$ cat config.mk
export PLATFORM = sky130hd
export DESIGN_NAME = ordered_list_table_unit
export DESIGN_NICKNAME = d
export VERILOG_FILES = /design/src/rtl/core/olt_pkg.sv /design/src/rtl/core/olt_cell.sv /design/src/rtl/core/olt_ctrl.sv /design/src/rtl/core/ordered_list_table_unit.sv
export VERILOG_INCLUDE_DIRS = /design/src /design/src/rtl/core
export SDC_FILE = /design/constraint.sdc
export NUM_CORES = 2
export LEC_CHECK = 0
export ABC_AREA = 0
export ABC_CLOCK_PERIOD_IN_PS = 7300
export BUFFER_PORTS_ARGS = -buffer_cell sky130_fd_sc_hd__buf_4
export CAP_MARGIN = 20
export CORE_UTILIZATION = 44
export DETAILED_ROUTE_END_ITERATION = 10
export PLACE_DENSITY = 0.61
export SYNTH_ARGS = -nofsm -noshare
export SYNTH_HDL_FRONTEND = slang
export SYNTH_SLANG_ARGS = --single-unit
$ cat constraint.sdc
create_clock -name i_clk -period 7.3 [get_ports i_clk]
set_clock_uncertainty 0.2 [all_clocks]
set_input_delay 1.095 -clock i_clk [delete_from_list [all_inputs] [get_ports i_clk]]
set_output_delay 1.095 -clock i_clk [all_outputs]
set_load 0.01 [all_outputs]
$ cat src/rtl/core/ordered_list_table_unit_assert.svh
// assertion macros for the ordered list table unit
// no dependencies; included by the top level only
`ifndef ORDERED_LIST_TABLE_UNIT_ASSERT_SVH
`define ORDERED_LIST_TABLE_UNIT_ASSERT_SVH

// property holds at every edge outside reset
`define OLT_ASSERT_ALWAYS(label, clk, rst_n, expr, msg) \
    label: assert property (@(posedge clk) disable iff (!rst_n) (expr)) else $error(msg);

// same-cycle implication
`define OLT_ASSERT_IMPLY(label, clk, rst_n, ante, cons, msg) \
    label: assert property (@(posedge clk) disable iff (!rst_n) (ante) |-> (cons)) \
        else $error(msg);

// next-cycle implication
`define OLT_ASSERT_NEXT(label, clk, rst_n, ante, cons, msg) \
    label: assert property (@(posedge clk) disable iff (!rst_n) (ante) |=> (cons)) \
        else $error(msg);

`endif

$ cat src/rtl/core/olt_pkg.sv
// shared types and constants for the ordered list table unit
// no dependencies
`default_nettype none

package olt_pkg;

    localparam int DATA_W = 32;
    localparam int POS_W  = 5;

    localparam logic [DATA_W-1:0] FAIL_WORD = '1;

    typedef enum logic [2:0] {
        KIND_APPEND = 3'd0,
        KIND_INSERT = 3'd1,
        KIND_DELETE = 3'd2,
        KIND_GET    = 3'd3,
        KIND_LOCATE = 3'd4
    } t_kind;

    typedef enum logic [1:0] {
        OP_HOLD,
        OP_INSERT,
        OP_DELETE
    } t_cell_op;

    typedef enum logic [1:0] {
        SRCH_NONE,
        SRCH_MATCH,
        SRCH_INDEX
    } t_search;

    typedef enum logic [1:0] {
        ST_IDLE,
        ST_SWEEP,
        ST_FINISH
    } t_state;

    // broadcast from the controller to every cell
    typedef struct packed {
        t_cell_op          op;
        t_search           search;
        logic [DATA_W-1:0] value;
    } t_cell_cmd;

    // search word handed from cell to cell
    typedef struct packed {
        logic              hit;
        logic [POS_W-1:0]  pos;
        logic [DATA_W-1:0] data;
    } t_carry;

endpackage

`default_nettype wire

$ cat src/rtl/core/olt_cell.sv
// one list cell: holds one entry, shifts with its neighbors, passes the search word on
// depends on olt_pkg
`default_nettype none

module olt_cell #(
    parameter int MAX_ENTRIES = 16,
    parameter int INDEX       = 0,
    parameter int CNT_W       = $clog2(MAX_ENTRIES + 1),
    parameter int IDX_W       = (MAX_ENTRIES > 1) ? $clog2(MAX_ENTRIES) : 1
) (
    input  logic                              i_clk,
    input  olt_pkg::t_cell_cmd                i_cmd,
    input  logic [IDX_W-1:0]                  i_target,
    input  logic [CNT_W-1:0]                  i_count,
    input  logic [olt_pkg::DATA_W-1:0]        i_left_entry,
    input  logic [olt_pkg::DATA_W-1:0]        i_right_entry,
    input  olt_pkg::t_carry                   i_carry,
    output logic [olt_pkg::DATA_W-1:0]        o_entry,
    output olt_pkg::t_carry                   o_carry
);

    localparam logic [IDX_W-1:0]          MY_IDX = IDX_W'(INDEX);
    localparam logic [CNT_W-1:0]          MY_CNT = CNT_W'(INDEX);
    localparam logic [olt_pkg::POS_W-1:0] MY_POS = olt_pkg::POS_W'(INDEX + 1);

    logic [olt_pkg::DATA_W-1:0] r_entry;
    logic [olt_pkg::DATA_W-1:0] n_entry;
    olt_pkg::t_carry            r_carry;
    olt_pkg::t_carry            n_carry;
    logic                       w_hit;

    always_comb begin
        n_entry = r_entry;
        case (i_cmd.op)
            olt_pkg::OP_INSERT: begin
                if (MY_IDX == i_target) begin
                    n_entry = i_cmd.value;
                end else if (MY_IDX > i_target) begin
                    n_entry = i_left_entry;
                end
            end
            olt_pkg::OP_DELETE: begin
                if (MY_IDX >= i_target) begin
                    n_entry = i_right_entry;
                end
            end
            default: begin
                n_entry = r_entry;
            end
        endcase
    end

    always_comb begin
        case (i_cmd.search)
            olt_pkg::SRCH_MATCH: w_hit = (r_entry == i_cmd.value) && (MY_CNT < i_count);
            olt_pkg::SRCH_INDEX: w_hit = (MY_IDX == i_target);
            default:             w_hit = 1'b0;
        endcase

        // first hit along the chain wins
        n_carry = i_carry;
        if (!i_carry.hit && w_hit) begin
            n_carry.hit  = 1'b1;
            n_carry.pos  = MY_POS;
            n_carry.data = r_entry;
        end
    end

    always_ff @(posedge i_clk) begin
        r_entry <= n_entry;
        r_carry <= n_carry;
    end

    assign o_entry = r_entry;
    assign o_carry = r_carry;

endmodule

`default_nettype wire

$ cat src/rtl/core/olt_ctrl.sv
// request sequencer: takes a word, walks the search along the cells, applies the shift
// depends on olt_pkg
`default_nettype none

module olt_ctrl #(
    parameter int MAX_ENTRIES = 16,
    parameter int CNT_W       = $clog2(MAX_ENTRIES + 1),
    parameter int IDX_W       = (MAX_ENTRIES > 1) ? $clog2(MAX_ENTRIES) : 1
) (
    input  logic                              i_clk,
    input  logic                              i_rst_n,
    input  logic                              i_valid,
    output logic                              o_stall,
    input  logic [2:0]                        i_kind,
    input  logic [olt_pkg::POS_W-1:0]         i_position,
    input  logic [olt_pkg::DATA_W-1:0]        i_value,
    output logic                              o_valid,
    input  logic                              i_stall,
    output logic                              o_ok,
    output logic [olt_pkg::DATA_W-1:0]        o_data_out,
    output logic [olt_pkg::POS_W-1:0]         o_found_position,
    output logic [olt_pkg::POS_W-1:0]         o_entry_count,
    output logic                              o_is_empty,
    output logic                              o_is_full,
    output olt_pkg::t_cell_cmd                o_cmd,
    output logic [IDX_W-1:0]                  o_target,
    output logic [CNT_W-1:0]                  o_count,
    input  olt_pkg::t_carry                   i_carry
);

    localparam int EXT_W = (CNT_W > olt_pkg::POS_W) ? CNT_W : olt_pkg::POS_W;
    localparam int SWP_W = (MAX_ENTRIES > 1) ? $clog2(MAX_ENTRIES) : 1;
    localparam logic [CNT_W-1:0] FULL_CNT  = CNT_W'(MAX_ENTRIES);
    localparam logic [SWP_W-1:0] SWP_START = SWP_W'(MAX_ENTRIES - 1);

    olt_pkg::t_state            r_state;
    olt_pkg::t_state            n_state;
    logic [SWP_W-1:0]           r_sweep;
    logic [SWP_W-1:0]           n_sweep;
    logic [2:0]                 r_kind;
    logic [olt_pkg::POS_W-1:0]  r_pos;
    logic [olt_pkg::DATA_W-1:0] r_value;
    logic [CNT_W-1:0]           r_count;
    logic [CNT_W-1:0]           n_count;
    logic                       r_out_valid;
    logic                       n_out_valid;
    logic                       r_ok;
    logic [olt_pkg::DATA_W-1:0] r_data;
    logic [olt_pkg::POS_W-1:0]  r_found;

    logic [EXT_W-1:0]           w_pos_x;
    logic [EXT_W-1:0]           w_cnt_x;
    logic                       w_full;
    logic                       w_pos_valid;
    logic                       w_ins_pos_valid;
    logic [IDX_W-1:0]           w_pos_idx;
    logic [IDX_W-1:0]           w_cnt_idx;
    logic                       w_accept;
    logic                       w_load;

    // decoded request
    logic                       w_res_ok;
    logic [olt_pkg::DATA_W-1:0] w_res_data;
    logic [olt_pkg::POS_W-1:0]  w_res_found;
    olt_pkg::t_cell_op          w_op;
    olt_pkg::t_search           w_search;
    logic [IDX_W-1:0]           w_tgt;
    logic [CNT_W-1:0]           w_cnt_next;

    assign w_pos_x         = EXT_W'(r_pos);
    assign w_cnt_x         = EXT_W'(r_count);
    assign w_full          = (r_count == FULL_CNT);
    assign w_pos_valid     = (r_pos != '0) && (w_pos_x <= w_cnt_x);
    assign w_ins_pos_valid = (r_pos != '0) && (w_pos_x <= (w_cnt_x + EXT_W'(1)));
    assign w_pos_idx       = IDX_W'(w_pos_x - EXT_W'(1));
    assign w_cnt_idx       = IDX_W'(w_cnt_x);

    always_comb begin
        w_res_ok    = 1'b0;
        w_res_data  = '0;
        w_res_found = '0;
        w_op        = olt_pkg::OP_HOLD;
        w_search    = olt_pkg::SRCH_NONE;
        w_tgt       = w_pos_idx;
        w_cnt_next  = r_count;
        unique case (olt_pkg::t_kind'(r_kind))
            olt_pkg::KIND_APPEND: begin
                // append is an insert just past the tail
                w_res_ok   = !w_full;
                w_op       = olt_pkg::OP_INSERT;
                w_tgt      = w_cnt_idx;
                w_cnt_next = r_count + CNT_W'(1);
            end
            olt_pkg::KIND_INSERT: begin
                w_res_ok   = !w_full && w_ins_pos_valid;
                w_op       = olt_pkg::OP_INSERT;
                w_cnt_next = r_count + CNT_W'(1);
            end
            olt_pkg::KIND_DELETE: begin
                w_res_ok   = w_pos_valid;
                w_search   = olt_pkg::SRCH_INDEX;
                w_res_data = w_pos_valid ? i_carry.data : '0;
                w_op       = olt_pkg::OP_DELETE;
                w_cnt_next = r_count - CNT_W'(1);
            end
            olt_pkg::KIND_GET: begin
                w_res_ok   = w_pos_valid;
                w_search   = olt_pkg::SRCH_INDEX;
                w_res_data = w_pos_valid ? i_carry.data : olt_pkg::FAIL_WORD;
            end
            olt_pkg::KIND_LOCATE: begin
                w_search    = olt_pkg::SRCH_MATCH;
                w_res_ok    = i_carry.hit;
                w_res_found = i_carry.hit ? i_carry.pos : '0;
            end
            default: begin
                w_res_ok = 1'b0;
            end
        endcase
    end

    always_comb begin
        n_state      = r_state;
        n_sweep      = r_sweep;
        n_count      = r_count;
        n_out_valid  = r_out_valid && i_stall;
        w_load       = 1'b0;
        o_stall      = (r_state != olt_pkg::ST_IDLE);
        o_cmd.op     = olt_pkg::OP_HOLD;
        o_cmd.search = olt_pkg::SRCH_NONE;
        o_cmd.value  = r_value;
        unique case (r_state)
            olt_pkg::ST_IDLE: begin
                if (i_valid) begin
                    n_state = olt_pkg::ST_SWEEP;
                    n_sweep = SWP_START;
                end
            end
            olt_pkg::ST_SWEEP: begin
                o_cmd.search = w_search;
                if (r_sweep == '0) begin
                    n_state = olt_pkg::ST_FINISH;
                end else begin
                    n_sweep = r_sweep - SWP_W'(1);
                end
            end
            olt_pkg::ST_FINISH: begin
                // search word must keep flowing until the result is taken
                o_cmd.search = w_search;
                if (!r_out_valid || !i_stall) begin
                    w_load      = 1'b1;
                    n_out_valid = 1'b1;
                    n_state     = olt_pkg::ST_IDLE;
                    if (w_res_ok) begin
                        o_cmd.op = w_op;
                        n_count  = w_cnt_next;
                    end
                end
            end
            default: begin
                n_state = olt_pkg::ST_IDLE;
            end
        endcase
    end

    assign w_accept = i_valid && !o_stall;

    always_ff @(posedge i_clk) begin
        if (!i_rst_n) begin
            r_state     <= olt_pkg::ST_IDLE;
            r_sweep     <= '0;
            r_count     <= '0;
            r_out_valid <= 1'b0;
        end else begin
            r_state     <= n_state;
            r_sweep     <= n_sweep;
            r_count     <= n_count;
            r_out_valid <= n_out_valid;
        end
    end

    always_ff @(posedge i_clk) begin
        if (w_accept) begin
            r_kind  <= i_kind;
            r_pos   <= i_position;
            r_value <= i_value;
        end
        if (w_load) begin
            r_ok    <= w_res_ok;
            r_data  <= w_res_data;
            r_found <= w_res_found;
        end
    end

    // count only moves when a result is loaded, so it tracks the word on the output
    assign o_valid          = r_out_valid;
    assign o_ok             = r_ok;
    assign o_data_out       = r_data;
    assign o_found_position = r_found;
    assign o_entry_count    = w_cnt_x[olt_pkg::POS_W-1:0];
    assign o_is_empty       = (r_count == '0);
    assign o_is_full        = w_full;
    assign o_target         = w_tgt;
    assign o_count          = r_count;

endmodule

`default_nettype wire

$ cat src/rtl/core/ordered_list_table_unit.sv
// Ordered list of up to MAX_ENTRIES signed 32-bit words held in a row of cells, one entry
// per cell, with append, insert-at, delete-at, get-at and locate requests. After accepting
// a word, the block takes no new one until it is done with it: the search word that finds
// the addressed entry or the first match walks the cell chain one cell per clock, then a
// finish step applies the shift to all cells at once and loads the result; that step waits
// while the previous result is still held on the output. A new request is taken while the
// previous result still waits on the output. Positions are one-based; found position and
// count are reported in 5 bits.
// depends on olt_pkg, olt_cell, olt_ctrl and ordered_list_table_unit_assert.svh
`default_nettype none

`include "ordered_list_table_unit_assert.svh"

module ordered_list_table_unit #(
    parameter int MAX_ENTRIES = 16
) (
    input  logic                i_clk,
    input  logic                i_rst_n,
    input  logic                i_valid,
    output logic                o_stall,
    input  logic [2:0]          i_kind,
    input  logic [4:0]          i_position,
    input  logic signed [31:0]  i_value,
    output logic                o_valid,
    input  logic                i_stall,
    output logic                o_ok,
    output logic signed [31:0]  o_data_out,
    output logic [4:0]          o_found_position,
    output logic [4:0]          o_entry_count,
    output logic                o_is_empty,
    output logic                o_is_full
);

    localparam int CNT_W = $clog2(MAX_ENTRIES + 1);
    localparam int IDX_W = (MAX_ENTRIES > 1) ? $clog2(MAX_ENTRIES) : 1;
    localparam logic [CNT_W-1:0] CNT_MAX = CNT_W'(MAX_ENTRIES);

    olt_pkg::t_cell_cmd         w_cmd;
    logic [IDX_W-1:0]           w_target;
    logic [CNT_W-1:0]           w_count;
    logic [olt_pkg::DATA_W-1:0] w_entry [MAX_ENTRIES];
    olt_pkg::t_carry            w_carry [MAX_ENTRIES+1];
    logic [olt_pkg::DATA_W-1:0] w_data_out;

    assign w_carry[0] = '0;

    olt_ctrl #(
        .MAX_ENTRIES (MAX_ENTRIES),
        .CNT_W       (CNT_W),
        .IDX_W       (IDX_W)
    ) u_ctrl (
        .i_clk            (i_clk),
        .i_rst_n          (i_rst_n),
        .i_valid          (i_valid),
        .o_stall          (o_stall),
        .i_kind           (i_kind),
        .i_position       (i_position),
        .i_value          (i_value),
        .o_valid          (o_valid),
        .i_stall          (i_stall),
        .o_ok             (o_ok),
        .o_data_out       (w_data_out),
        .o_found_position (o_found_position),
        .o_entry_count    (o_entry_count),
        .o_is_empty       (o_is_empty),
        .o_is_full        (o_is_full),
        .o_cmd            (w_cmd),
        .o_target         (w_target),
        .o_count          (w_count),
        .i_carry          (w_carry[MAX_ENTRIES])
    );

    assign o_data_out = w_data_out;

    for (genvar g = 0; g < MAX_ENTRIES; g++) begin : g_cell
        // end cells see their own entry where a neighbor is missing
        localparam int LEFT  = (g == 0) ? 0 : g - 1;
        localparam int RIGHT = (g == MAX_ENTRIES - 1) ? g : g + 1;

        olt_cell #(
            .MAX_ENTRIES (MAX_ENTRIES),
            .INDEX       (g),
            .CNT_W       (CNT_W),
            .IDX_W       (IDX_W)
        ) u_cell (
            .i_clk         (i_clk),
            .i_cmd         (w_cmd),
            .i_target      (w_target),
            .i_count       (w_count),
            .i_left_entry  (w_entry[LEFT]),
            .i_right_entry (w_entry[RIGHT]),
            .i_carry       (w_carry[g]),
            .o_entry       (w_entry[g]),
            .o_carry       (w_carry[g+1])
        );
    end

    `OLT_ASSERT_ALWAYS(a_count_bound, i_clk, i_rst_n, w_count <= CNT_MAX, "entry count above capacity")
    `OLT_ASSERT_NEXT(a_update_has_result, i_clk, i_rst_n, w_cmd.op != olt_pkg::OP_HOLD, o_valid, "list changed without a result word")
    `OLT_ASSERT_IMPLY(a_idle_holds_list, i_clk, i_rst_n, !o_stall, w_cmd.op == olt_pkg::OP_HOLD, "list changed while idle")

endmodule

`default_nettype wire

Yosys cells after proc, flatten, opt, wreduce, memory -nomap -nowiden
Cells that the tools add are included.
Widths: inputs -> output; s select.
{"block": "word_totals", "regBits": 1210, "input_bits": 44, "output_inout_bits": 47, "elab_cells": 408}
{"block": "classes", "add_sub_neg": 4, "magnitude_cmp": 48, "n_eq_ne": 76, "mux": 116, "reduce_logical": 90}
{"cell": "$mux 32", "n": 63}
{"cell": "$pmux 32 s2", "n": 16}
{"cell": "$eq 32x32->1", "n": 16}
{"cell": "$reduce_and 3->1", "n": 17}
{"cell": "$ne 3x1->1 const B", "n": 14}
{"cell": "$lt 4x5->1 const A", "n": 8}
{"cell": "$mux 38", "n": 1}
{"cell": "$logic_and 1x1->1", "n": 36}
{"cell": "$ne 2x1->1 const B", "n": 18}
{"cell": "$eq 4x4->1 const A", "n": 8}
{"cell": "$gt 4x4->1 const A", "n": 8}
{"cell": "$pmux 1 s2", "n": 16}
{"cell": "$ge 4x4->1 const A", "n": 7}
{"cell": "$lt 3x5->1 const A", "n": 4}
{"cell": "$logic_not 1->1", "n": 19}
{"cell": "$eq 3x4->1 const A", "n": 4}
{"cell": "$ge 3x4->1 const A", "n": 4}
{"cell": "$gt 3x4->1 const A", "n": 4}
{"cell": "$mux 2", "n": 7}
{"cell": "$mux 4", "n": 3}
{"cell": "$le 5x5->1", "n": 2}
{"cell": "$lt 1x5->1 const A", "n": 2}
{"cell": "$lt 2x5->1 const A", "n": 2}
{"cell": "$pmux 5 s2", "n": 1}
{"cell": "31 further kinds", "n": 54}

Depth between registers and ports, before layout
{"block": "depth", "ltp_word": 11, "depth_mapped": 18, "mapped_depth_nobuf": 14}

Modules after synthesis
A second synthesis with hierarchy kept.
{"block": "hier_totals", "cells_unflattened": 4709, "hier_area_um2": 56761.9}
{"module": "olt_cell (g_cell[6].u_cell ...)", "n_inst": 2, "cells_per_inst": 275, "area_per_inst_um2": 3253.1}
{"module": "olt_ctrl", "n_inst": 1, "cells_per_inst": 294, "area_per_inst_um2": 3992.6}
{"module": "olt_cell (g_cell[1].u_cell)", "n_inst": 1, "cells_per_inst": 281, "area_per_inst_um2": 3397.0}
{"module": "olt_cell (g_cell[4].u_cell)", "n_inst": 1, "cells_per_inst": 279, "area_per_inst_um2": 3372.0}
{"module": "olt_cell (g_cell[10].u_cell)", "n_inst": 1, "cells_per_inst": 281, "area_per_inst_um2": 3362.0}
{"module": "olt_cell (g_cell[7].u_cell)", "n_inst": 1, "cells_per_inst": 277, "area_per_inst_um2": 3357.0}
{"module": "olt_cell (g_cell[12].u_cell)", "n_inst": 1, "cells_per_inst": 277, "area_per_inst_um2": 3355.7}
{"module": "olt_cell (g_cell[15].u_cell)", "n_inst": 1, "cells_per_inst": 275, "area_per_inst_um2": 3347.0}
{"module": "olt_cell (g_cell[8].u_cell)", "n_inst": 1, "cells_per_inst": 273, "area_per_inst_um2": 3324.4}
{"module": "olt_cell (g_cell[14].u_cell)", "n_inst": 1, "cells_per_inst": 276, "area_per_inst_um2": 3255.6}
{"module": "olt_cell (g_cell[2].u_cell)", "n_inst": 1, "cells_per_inst": 275, "area_per_inst_um2": 3255.6}
{"module": "olt_cell (g_cell[13].u_cell)", "n_inst": 1, "cells_per_inst": 277, "area_per_inst_um2": 3254.4}
{"module": "olt_cell (g_cell[0].u_cell)", "n_inst": 1, "cells_per_inst": 273, "area_per_inst_um2": 3251.9}
{"module": "olt_cell (g_cell[5].u_cell)", "n_inst": 1, "cells_per_inst": 273, "area_per_inst_um2": 3246.9}
{"module": "+3 rows"}

Worst setup path before layout
Ideal clock, no wire load.
{"block": "synth_timing", "kind": "input to register", "startpoint": "input port i_stall", "endpoint": "register g_cell[14].u_cell.r_entry, in the netlist g_cell[14].u_cell.o_entry[0], enable pin", "setup_time_ps": 441, "t_arrival_ps": 5435, "slack_ps": 1225, "stages": 11, "n_path_buf": 1, "path_cell_list": "nand2_1 -> nand2_1 -> inv_1 -> nand2_1 -> clkbuf_1 -> nor3_1 -> inv_1 -> ha_1 -> nor2_1 -> nor3_1 -> a31oi_1"}
{"block": "synth_via", "elab_chain_len": 7, "elab_cells_between_ends": 10, "cone_classes": "eq/ne (4); mux (2); reduce/logical (4)"}
{"item": "from (decl)", "line": "ordered_list_table_unit.sv:25", "text": "input logic i_stall,"}
{"item": "$logic_not 1->1 *", "line": "olt_ctrl.sv:150", "text": "if (!r_out_valid || !i_stall) begin"}
{"item": "$logic_or 1x1->1 *", "line": "olt_ctrl.sv:150"}
{"item": "$mux 2 *", "line": "olt_ctrl.sv:150"}
{"item": "$mux 2 *", "line": "olt_ctrl.sv:132", "text": "unique case (r_state)"}
{"item": "$eq 2x1->1 or $eq 2x2->1 (tied branches)", "line": "olt_cell.sv:34", "text": "case (i_cmd.op)"}
{"item": "$ne 3x1->1 (no line), or another cell as far along"}
{"item": "$reduce_and 3->1 (no line) *"}
{"item": "to (signal assigned)", "line": "olt_cell.sv:70", "text": "r_entry <= n_entry;"}
{"item": "to (decl)", "line": "olt_cell.sv:26", "text": "logic [olt_pkg::DATA_W-1:0] r_entry;"}
Mark *: on every way between the ends. The rest lies on a longest branch, timed or not.
A chain may end at the register's enable or synchronous reset.

Worst setup path in the final report
{"block": "layout_timing", "startpoint": "register u_ctrl.r_count[2] (netlist: u_ctrl.o_count[2])", "endpoint": "register g_cell[14].u_cell.r_entry, in the netlist g_cell[14].u_cell.o_entry[11], data pin"}
{"block": "layout_via", "elab_chain_len": 10, "elab_cells_between_ends": 18, "cone_classes": "add/sub (1); order compare (2); eq/ne (4); mux (7); reduce/logical (4)"}
{"item": "from (decl)", "line": "olt_ctrl.sv:43", "text": "logic [CNT_W-1:0] r_count;"}
{"item": "from (signal assigned)", "line": "olt_ctrl.sv:177", "text": "r_count <= n_count;"}
{"item": "$add 5x1->5", "line": "olt_ctrl.sv:74", "text": "assign w_ins_pos_valid = (r_pos != '0) && (w_pos_x <= (w_cnt_x + EXT_W'(1)));"}
{"item": "$le 5x5->1", "line": "olt_ctrl.sv:74"}
{"item": "$logic_and 1x1->1", "line": "olt_ctrl.sv:74"}
{"item": "$logic_and 1x1->1", "line": "olt_ctrl.sv:95", "text": "w_res_ok = !w_full && w_ins_pos_valid;"}
{"item": "$pmux 1 s4", "line": "olt_ctrl.sv:86", "text": "unique case (olt_pkg::t_kind'(r_kind))"}
{"item": "$mux 2", "line": "olt_ctrl.sv:154", "text": "if (w_res_ok) begin"}
{"item": "$mux 2", "line": "olt_ctrl.sv:150"}
{"item": "$mux 2", "line": "olt_ctrl.sv:132"}
{"item": "$eq 2x2->1 or $eq 2x1->1 (tied branches)", "line": "olt_cell.sv:34"}
{"item": "$pmux 32 s2 *", "line": "olt_cell.sv:34"}
{"item": "via g_cell[14].u_cell.n_entry, one bit", "line": "olt_cell.sv:27", "text": "logic [olt_pkg::DATA_W-1:0] n_entry;"}
The timed path passes the listed nets; every way through them passes the cells marked *.

==> out/metrics.csv <==
metric,value,unit
regToRegStartpoint,u_ctrl.o_count[2]$_SDFFE_PN0P_,
fin_crit,5.519,ns
path_class,reg -> reg,
synth_area,0.05401,mm2
syn_avg_cell_area,11.90,um2
synth-simple-area-share,7.420,%
critPathLaunchType,flip-flop,
async_flop_share,0,%
hold_viol_final,0,
instances_no_fill,6247,
synthAdderAreaFrac,0.5328,%
gr-usage-met3,3.110,%
cp_max_fo,216,
synthFlopType,dfxtp_1,
crit_required,7.54,ns
grt_pass1_vias,33420,
htreeDepth,4,
power_density,279.7,mW/mm2
gr-usage-all-layers,24.79,%
min_from,g_cell[0].u_cell.o_carry[32]$_DFF_P_,
yosysTopAreaCellShare,32.80,%
post_cts_resize_count,0,
routedWlPerCell,25.24,um
final_area,0.06055,mm2
dp_hpwl,112100,um
setup_tns,0,ns
die_w,352.4,um
wirelength,157700,um
grt_pass1_wl,230600,um
clockRootBuffer,clkbuf_16,
top_usage_layer,met2,
synth_top_family_by_area,multiplexers,
cts_buffers,130,
synth_compound_gate_area_share,6.076,%
synth_cell_types,63,
die_area,0.1242,mm2
worstSkewPairLatency,0.75,ns
grt_remaining_overflow,0,
cellLeakagePower,22.71,nW
cts_tree,yes,
ir_worst_vdd,0.0002333,V
drive_above_1_share,21.64,%
setup_viol,0,
worstMarginPinSlew,1.166,ns
drt_iter0_markers,3071,
clock.fmax,181.2,MHz
start_util,44.38,%
synth_top_area_cell,edfxtp_1,
critPathCaptureType,flip-flop,
vias_per_cell,5.443,
slew_headroom,21.56,%
final_cell_mix,"dfxtp_1, edfxtp_1, mux2_2",
syn_inst,4539,
period_share,75.60,%
grt_max_degree,218,
io_buffers,90,
core_area,0.1217,mm2
ant_nets,0,
final_common_cell,dfxtp_1,
dpl_cell_area,0.05619,mm2
ys_seq_area_share,54.78,%
cts_hold_buf,0,
dp_cells,6001,
cts.clk_slew.worst_paths,0.06,ns
synth-edff-count,590,
synth_seq_cells,1183,
status,"complete, no violations",
die_h,352.4,um
synth_area_leaders,"edfxtp_1, dfxtp_1, mux2_2",
whs,0.1604,ns
min_path_type,reg -> reg,
rsz0062_at_grt,false,
area_growth_syn_to_layout,12.10,%
cp-startpoint,u_ctrl.o_count[2]$_SDFFE_PN0P_,
io_pins,91,
synthesis.nets,4606,
met2_usage,39.46,%
dr.pass1.iters,5,
grtUsageMet1,33.56,%
antenna_found_initial,2,
gp_congestion,0.8969,
cts_setup_buffers,0,
fin_nets,4580,
cts_buffer_depth,3,
muxShareOfSynthArea,19.73,%
cts_sinks,1183,
drcViolationCount,0,
vias,34000,
maxSlewViolCount,0,
row_count,128,
ys_warn_count,0,
synth_xor_area_share,8.302,%
arrival,5.76,ns
drv_cap,0,
==> state kept, by name (all words and copies together), names as in the netlist <==
name	count
u_ctrl.r_state	2
u_ctrl.o_ok	1
u_ctrl.r_sweep	4
u_ctrl.r_value	32
u_ctrl.r_kind	3
g_cell.u_cell.o_entry	512
u_ctrl.o_data_out	32
u_ctrl.o_found_position	5
u_ctrl.o_count	5
g_cell.u_cell.o_carry	581
u_ctrl.o_valid	1
u_ctrl.r_pos	5
==> through the flow <==
stage | utilization, % | setup slack [ns] | power, mW
after floorplan | - | 1.225 | 9.481
after global placement | 46.15 | 1.798 | 10.50
after detailed placement | 46.16 | 1.745 | 10.52
after CTS | 49.67 | 1.727 | 17.02
after global routing | 49.74 | 1.477 | 17.47
final | 49.74 | 1.781 | 16.93
==> worst max-delay path, cell delays in order (launching register included) <==
cell and delay [ns]:
dfxtp_1 0.77, inv_1 0.21, ha_1 0.36, nand4_1 0.11, or2_2 0.30, nand2_1 0.08, nand2_1 0.05, buf_4 0.24
nor3_1 0.44, ha_4 0.36, buf_12 0.54, buf_4 0.92, o21ai_0 0.26
==> metal layers <==
layer | routed length (um) | share of wire [%]
met1 | 70560 | 45
met2 | 72970 | 46
met3 | 6819 | 4.3
met4 | 7311 | 4.6
met5 | 0 | 0
==> path summary, 6_finish.rpt <==
path / cells after the start / end / slack, ns
max: 12 / g_cell[14].u_cell.o_entry[11]$_DFFE_PP_ / 1.78
min: 0 / g_cell[1].u_cell.o_carry[32]$_SDFF_PP0_ / 0.16
max reg2reg: 12 / g_cell[14].u_cell.o_entry[11]$_DFFE_PP_ / 1.78
min reg2reg: 0 / g_cell[1].u_cell.o_carry[32]$_SDFF_PP0_ / 0.16
==> cell families after synthesis <==
group / Yosys count
xor+xnor: 512
compound gates: 587
mux: 996
flops: 1183
fa+ha+maj: 23
simple gates: 856
buf+inv: 382
==> layout make-up <==
class | count | area [um2]
multi-input combinational | 2974 | 23020
clock buffer | 199 | 3879
timing repair buffer | 189 | 1509
antenna | 1 | 2.502
sequential | 1183 | 29590
fill | 10870 | 61170
tap | 1625 | 2033
inverter | 35 | 131.4
clock inverter | 41 | 385.4
==> synthesized netlist by cell type, types with 3 or more instances <==
cell       number
o21a_1         37
buf_1           7
clkbuf_1      199
ha_1           23
a21oi_2        10
a211oi_1        4
and4_1          4
nor3_1         20
o311ai_0        3
mux2_2        525
nor4_1         55
buf_2         117
and2_1         38
xnor2_1       344
or3_1           3
o31ai_1         3
buf_4          14
dfxtp_1       593
edfxtp_1      590
a21boi_0        5
a211oi_4        3
o21ai_0       458
or2_2          33
inv_1          34
nand2b_1        4
mux2_1         19
nand4_1        96
a21oi_1        29
nor2b_1        26
a2111oi_0       4
mux2i_1       451
nor2_1         42
a31oi_1         6
xor2_1        168
buf_6          10
nand3b_1       12
nand2_1       498
nand3_1        17
==> report_power, final <==
group | switching [mW] | leakage (nW) | internal [mW]
registers | 0.229 | 10.1 | 7.33
logic | 1.82 | 10.5 | 1.04
clock network | 2.70 | 2.10 | 3.82
total | 4.75 | 22.7 | 12.2
(Power assumes the default switching activity.)
